**src/rtl/core/lzd_pkg.sv**
```systemverilog
`timescale 1ns / 1ps
`default_nettype none
// ----------------------------------------------------------------------------
// lzd_pkg: shared types and constants of the LZ token stream decoder
// Command and status bundles between controller and datapath, token kinds
// and field widths that do not vary.
// ----------------------------------------------------------------------------
package lzd_pkg;

	localparam int BYTE_W = 8;
	localparam int DIST_W = 16;	// match distance, up to 32768
	localparam int CNT_W  = 16;	// produced byte count, saturating
	localparam int LEN_W  = 7;	// match length, up to 67
	localparam int LIT_W  = 7;	// literal run length
	localparam int BCNT_W = 3;	// bytes in one result

	// Match token kinds
	localparam logic [1:0] KIND_SHORT = 2'd0;	// 10ppppnn
	localparam logic [1:0] KIND_MED   = 2'd1;	// 110ppppp ppppplll
	localparam logic [1:0] KIND_LONG  = 2'd2;	// 111ppppp pppppppp ppnnnnnn

	typedef struct packed {
		logic       lit_load;	// load literal run length from header
		logic       lit_take;	// store and emit one literal byte
		logic       eos;	// emit end of stream, rewind position
		logic       err;	// emit offset error
		logic       acc_first;	// first byte of a multi-byte token
		logic       acc_next;	// middle byte of a long token
		logic [1:0] kind;	// token kind for length and distance decode
		logic       start;	// load match length and source address
		logic       rd;	// read history at source address
		logic       wr;	// write copied byte, advance match
	} lzd_cmd_t;

	typedef struct packed {
		logic out_free;	// output register can take a result this cycle
		logic hdr_zero;
		logic hdr_lit;
		logic hdr_short;
		logic hdr_med;
		logic dist_bad;	// distance reaches before the first byte
		logic lit_last;	// one literal left in the run
		logic len_last;	// one match byte left
		logic slot_full;	// copied byte fills the result
	} lzd_status_t;

endpackage
`default_nettype wire

```
**src/rtl/core/lzd_ctrl.sv**
```systemverilog
`timescale 1ns / 1ps
`default_nettype none
// ----------------------------------------------------------------------------
// lzd_ctrl: token parser and match sequencer
// Walks the token phases, handles the input handshake and steps the
// datapath through match copies one read and one write at a time.
// ----------------------------------------------------------------------------
module lzd_ctrl (
	input  wire                  clk,
	input  wire                  arst_n,
	input  wire                  tok_valid,
	output logic                 tok_stall,
	input  lzd_pkg::lzd_status_t st,
	output lzd_pkg::lzd_cmd_t    cmd
);
	import lzd_pkg::*;

	localparam logic [2:0] ST_HEADER     = 3'd0;
	localparam logic [2:0] ST_LITERAL    = 3'd1;
	localparam logic [2:0] ST_SHORT_LAST = 3'd2;
	localparam logic [2:0] ST_LONG_MID   = 3'd3;
	localparam logic [2:0] ST_LONG_LAST  = 3'd4;
	localparam logic [2:0] ST_MREAD      = 3'd5;
	localparam logic [2:0] ST_MWRITE     = 3'd6;

	logic [2:0] state_q;
	logic [2:0] state_d;
	logic       parse_st;
	logic       take;

	assign parse_st = (state_q == ST_HEADER) || (state_q == ST_LITERAL) ||
		(state_q == ST_SHORT_LAST) || (state_q == ST_LONG_MID) ||
		(state_q == ST_LONG_LAST);
	assign tok_stall = !(parse_st && st.out_free);
	assign take = tok_valid && !tok_stall;

	always_comb begin
		cmd = '0;
		cmd.kind = KIND_SHORT;
		state_d = state_q;
		case (state_q)
			ST_HEADER: begin
				if (take) begin
					if (st.hdr_zero) begin
						cmd.eos = 1'b1;
					end else if (st.hdr_lit) begin
						cmd.lit_load = 1'b1;
						state_d = ST_LITERAL;
					end else if (st.hdr_short) begin
						if (st.dist_bad) begin
							cmd.err = 1'b1;
						end else begin
							cmd.start = 1'b1;
							state_d = ST_MREAD;
						end
					end else if (st.hdr_med) begin
						cmd.acc_first = 1'b1;
						state_d = ST_SHORT_LAST;
					end else begin
						cmd.acc_first = 1'b1;
						state_d = ST_LONG_MID;
					end
				end
			end
			ST_LITERAL: begin
				if (take) begin
					cmd.lit_take = 1'b1;
					if (st.lit_last)
						state_d = ST_HEADER;
				end
			end
			ST_SHORT_LAST: begin
				cmd.kind = KIND_MED;
				if (take) begin
					if (st.dist_bad) begin
						cmd.err = 1'b1;
						state_d = ST_HEADER;
					end else begin
						cmd.start = 1'b1;
						state_d = ST_MREAD;
					end
				end
			end
			ST_LONG_MID: begin
				if (take) begin
					cmd.acc_next = 1'b1;
					state_d = ST_LONG_LAST;
				end
			end
			ST_LONG_LAST: begin
				cmd.kind = KIND_LONG;
				if (take) begin
					if (st.dist_bad) begin
						cmd.err = 1'b1;
						state_d = ST_HEADER;
					end else begin
						cmd.start = 1'b1;
						state_d = ST_MREAD;
					end
				end
			end
			ST_MREAD: begin
				cmd.rd = 1'b1;
				state_d = ST_MWRITE;
			end
			ST_MWRITE: begin
				// hold while a full or final result cannot leave
				if (!(st.slot_full || st.len_last) || st.out_free) begin
					cmd.wr = 1'b1;
					state_d = st.len_last ? ST_HEADER : ST_MREAD;
				end
			end
			default: begin
				state_d = ST_HEADER;
			end
		endcase
	end

	always_ff @(posedge clk or negedge arst_n) begin
		if (!arst_n) begin
			state_q <= ST_HEADER;
		end else begin
			state_q <= state_d;
		end
	end

endmodule
`default_nettype wire

```
**config.mk**
```make
export PLATFORM = sky130hd
export DESIGN_NAME = lzd_ctrl
export DESIGN_NICKNAME = d
export VERILOG_FILES = /design/src/rtl/core/lzd_pkg.sv /design/src/rtl/core/lzd_ctrl.sv
export SDC_FILE = /design/constraint.sdc
export NUM_CORES = 1
export LEC_CHECK = 0
export ABC_AREA = 0
export BUFFER_PORTS_ARGS = -buffer_cell sky130_fd_sc_hd__buf_2
export CORE_AREA = 3 3 42 44
export CTS_CLUSTER_SIZE = 25
export DETAILED_ROUTE_END_ITERATION = 8
export DIE_AREA = 0 0 45 47
export GPL_TIMING_DRIVEN = 0
export HOLD_SLACK_MARGIN = 0.12
export PLACE_DENSITY = 0.52
export SLEW_MARGIN = 30
export SYNTH_ARGS = -nofsm -noshare
export SYNTH_HDL_FRONTEND = slang
export SYNTH_SLANG_ARGS = --single-unit
```
**constraint.sdc**
```tcl
create_clock -name clk -period 3.14 [get_ports clk]
set_input_delay 0.628 -clock clk [delete_from_list [all_inputs] [get_ports clk]]
set_output_delay 0.628 -clock clk [all_outputs]
set_load 0.05 [all_outputs]
```
# Word level (Yosys, flattened, before mapping)
# Cells that the tools add are included.
word_totals:
  ff_bits: 3
  input_bits: 12
  output_inout_bits: 12
op_classes:
  eq_ne: 14
  n_reduce_logical: 13
  n_mux: 43
ops:
  columns: ["operator", "n"]
  rows:
  - ["3-bit two-way mux", 13]
  - ["1-bit two-way mux", 24]
  - ["3-bit one-hot mux with 6 select lines", 1]
  - ["2-bit != test, second input constant", 6]
  - ["3-bit == test, second input constant", 3]
  - ["8-bit AND reduction", 1]
  - ["3-bit by 2-bit == test with 1-bit output, second input constant", 2]
  - ["1-bit logical OR", 6]
  - ["2-bit two-way mux", 2]
  - ["4-bit != test, second input constant", 1]
  - ["1-bit one-hot mux with 2 select lines", 2]
  - ["2-bit one-hot mux with 2 select lines", 1]
  - ["3-bit by 1-bit == test with 1-bit output, second input constant", 1]
  - ["3-bit logical NOT", 1]
  - ["1-bit logical AND", 2]
  - ["1-bit logical NOT", 2]
  - ["2-bit by 1-bit != test with 1-bit output, second input constant", 1]
  - ["2-bit OR reduction", 1]

# Depth between registers and ports, before layout
depth:
  depth_word: 9
  mapped_depth: 5
  mapped_depth_nobuf: 4

# Worst setup path after synthesis
# Ideal clock, no wire load.
synth_timing:
  kind: "reg2out"
  startpoint: "reg state_q[2]"
  endpoint: "out cmd[6] in the netlist's numbering"
  t_arrival_ns: 2.352
  path_stages_with_launch: 6
  t_required_ns: 2.512
  path_buffers: 2
  slack_ns: 0.160
  cell_sequence: "dfrtp_1 buf_2 clkbuf_1 nor2_1 nand2_1 nor4_1"
synth_lines:
  columns: ["element", "line", "rtl"]
  rows:
  - ["start, declared", "lzd_ctrl.sv:26", "logic [2:0] state_q;"]
  - ["start signal, assigned", "lzd_ctrl.sv:123", "state_q <= state_d;"]
  - ["end, declared", "lzd_ctrl.sv:14", "output lzd_pkg::lzd_cmd_t cmd"]

==> flow_summary.ini <==
[timing]
setup_viol = 0
final_max_slew_viol_count = 0
setup_tns_ns = 0
slew-limit-headroom_pct = 74.2
hold_viol = 0
rsz0062_at_grt = no
min_period_ns = 2.37
skew_ns = 0.000494
period_share_pct = 75.6
layout_setup_ws_ns = 0.767
finalHoldWorstSlack_ns = 0.184
max_clock_freq_mhz = 421
worst_slew_pin_slew_ns = 0.386

[setup_path]
crit_end = cmd[6]
worstPathArrival_ns = 1.75
setup.worst_path.start = state_q[2]
r2r_end = state_q[0]
r2r_cells = 5
worstSetupEndpointType = primary output
r2r_slack_ns = 1.50
path_class = reg -> out
rr_startpoint = state_q[2]
worst_ep_required_time_ns = 2.51
startpoint_type = register
crit_fanout = 10

[cells_and_area]
largest_register_ff_count = 3
layout-drive-gt1-share_pct = 33.3
fin_util_pct = 38.9
synthToLayoutAreaGrowth_pct = 39.2
insertedDiodeCount = 0
nets = 100
top_register = state_q
top_regs = state_q (3)

[clock_network]
cts_sinks = 3
cts_buffers = 3
cts_tree = done
clock_latency_ns = 0.23
cts-root-buf = clkbuf_4
path_clk_slew_ns = 0.04
h-tree-depth = 1
clock_path_buffers = 2
hold_buffers = 0
post_cts_buffers = 0
postCtsResizedCells = 0

[synth]
synthSimpleGateAreaFrac_pct = 48.9
synth-seq-cells = 3
synth_top_family_by_area = simple AND/OR/NAND/NOR gates
syn_area_sq_um = 412
synth_xor_area_share_pct = 0
syn-instance-count = 60
synth.distinct_cells = 29
yosys_warnings = 0
synth_compound_area_share_pct = 17.3
synthAdderAreaFrac_pct = 0
netlist.top_cell.by_area = dfrtp_1
synth.yosys.seq_area_share_pct = 18.2
synth.area.mux_share_pct = 7.90
synthTopCellsByArea = dfrtp_1 (18%), nor2_1 (9.1%), mux2_1 (5.5%)
yosysTopAreaCellShare_pct = 18.2
synth_nets = 72
avgSynthCellArea_sq_um = 6.86

[run_status]
status = completed

[grt]
overflow = 0
first_global_vias = 397
grt_pass1_wl_um = 1770
gr-usage-all-layers_pct = 11.9
grt_max_degree = 11
antenna_found_initial = 0

[die]
die_y_um = 47
rows = 14
core_sq_um = 1470
io_pins = 24
dieArea_sq_um = 2120
start_util_pct = 28.0
die_x_um = 45

[placed_design]
port_buffers = 23
place.gp.congestion = 0.814
hpwl_um = 919
pre_cts_ws_ns = 0.921

[routing]
drt_first_pass_iters = 4
drt_iter0_drc = 16
routed_wl_um = 1190
ant_nets = 0
vias_per_cell = 5.20
routedWlPerCell_um = 11.6
vias = 536
post-route-drc-count = 0

[power]
powerDensity_nw_per_um2 = 762
peakVddDrop_mv = 0.337
leakage_nw = 0.288

[hold_path]
hp-class = in -> async

[flow_run]
cap_violations = 0
## area by class of cell
type / count / area, sq um
Fill cell: 180 / 898
Inverter: 2 / 7.51
Timing Repair Buffer: 23 / 115
Sequential cell: 3 / 75.1
Multi-Input combinational cell: 50 / 305
Buffer: 5 / 23.8
Tap cell: 16 / 20.0
Clock buffer: 4 / 26.3
## cell usage in the layout, fill, tap and decap left out, types with 3 or more instances in the layout
master | netlist | layout
dfrtp_1 | 3 | 3
a21oi_1 | 3 | 3
o21ai_0 | 3 | 3
clkbuf_4 | 0 | 3
nor3_1 | 4 | 4
nor2_1 | 10 | 10
nor4_1 | 3 | 3
clkbuf_1 | 3 | 4
buf_2 | 1 | 24
nand2_1 | 4 | 4
## how the worst min path moves through the flow
stage | from | endpoint | slack, ns
after floorplan | arst_n | state_q[0] | 0.33
after global routing | arst_n | state_q[1] | 0.17
after CTS | arst_n | state_q[1] | 0.18
final | arst_n | state_q[1] | 0.18
after global placement | arst_n | state_q[1] | 0.42
after detailed placement | arst_n | state_q[0] | 0.43
## stage by stage
| stage | cell area (sq um) | power (mW) | instances |
|---|---|---|---|
| global route | 573 | 0.473 | 103 |
| finish | 573 | 0.437 | 103 |
| global placement | 547 | 0.371 | 99 |
| detailed placement | 547 | 0.368 | 99 |
| CTS | 573 | 0.439 | 103 |
| floorplan | 412 | 0.302 | 60 |
## cells in the mapped netlist
cell,n
nor2_1,10
nand2_1,4
nor3_1,4
a21oi_1,3
clkbuf_1,3
dfrtp_1,3
nor4_1,3
o21ai_0,3
and3_1,2
inv_1,2
mux2_1,2
nand3_1,2
nor2b_1,2
nor3b_1,2
a22oi_1,1
a31oi_1,1
a32o_1,1
and2_1,1
buf_2,1
buf_4,1
mux2i_1,1
nor3_2,1
nor4b_1,1
nor4bb_1,1
o31a_1,1
o32ai_1,1
or3_1,1
or3b_1,1
or4b_1,1
## where the power goes
| part | switching, mW | internal [mW] | total (mW) | leakage (nW) |
|---|---|---|---|---|
| registers | 0.00971 | 0.0542 | 0.0639 | 0.0389 |
| clock network | 0.0190 | 0.0476 | 0.0666 | 0.0150 |
| logic | 0.205 | 0.101 | 0.306 | 0.234 |
## routing by layer
metal  global-route usage, %  vias up  wire length [um]
met2                    15.3       25               533
met5                       0        -                 0
met1                    16.6      238               551
met3                    5.36        0               107
met4                    5.26        0                 0
li1                        -      273                 -
## cells by family (layout without fill, tap and decap cells)
group / Yosys count / in the layout
compound gates: 11 / 11
simple gates: 36 / 36
flops: 3 / 3
mux: 3 / 3
buf+inv: 7 / 34
## worst max-delay path: stages, from the launching register on
cell and delay, ns:
dfrtp_1 0.37, buf_2 0.17, clkbuf_1 0.22, nor2_1 0.19
nand2_1 0.08, nor4_1 0.17, buf_2 0.31
(Power assumes the default switching activity.)
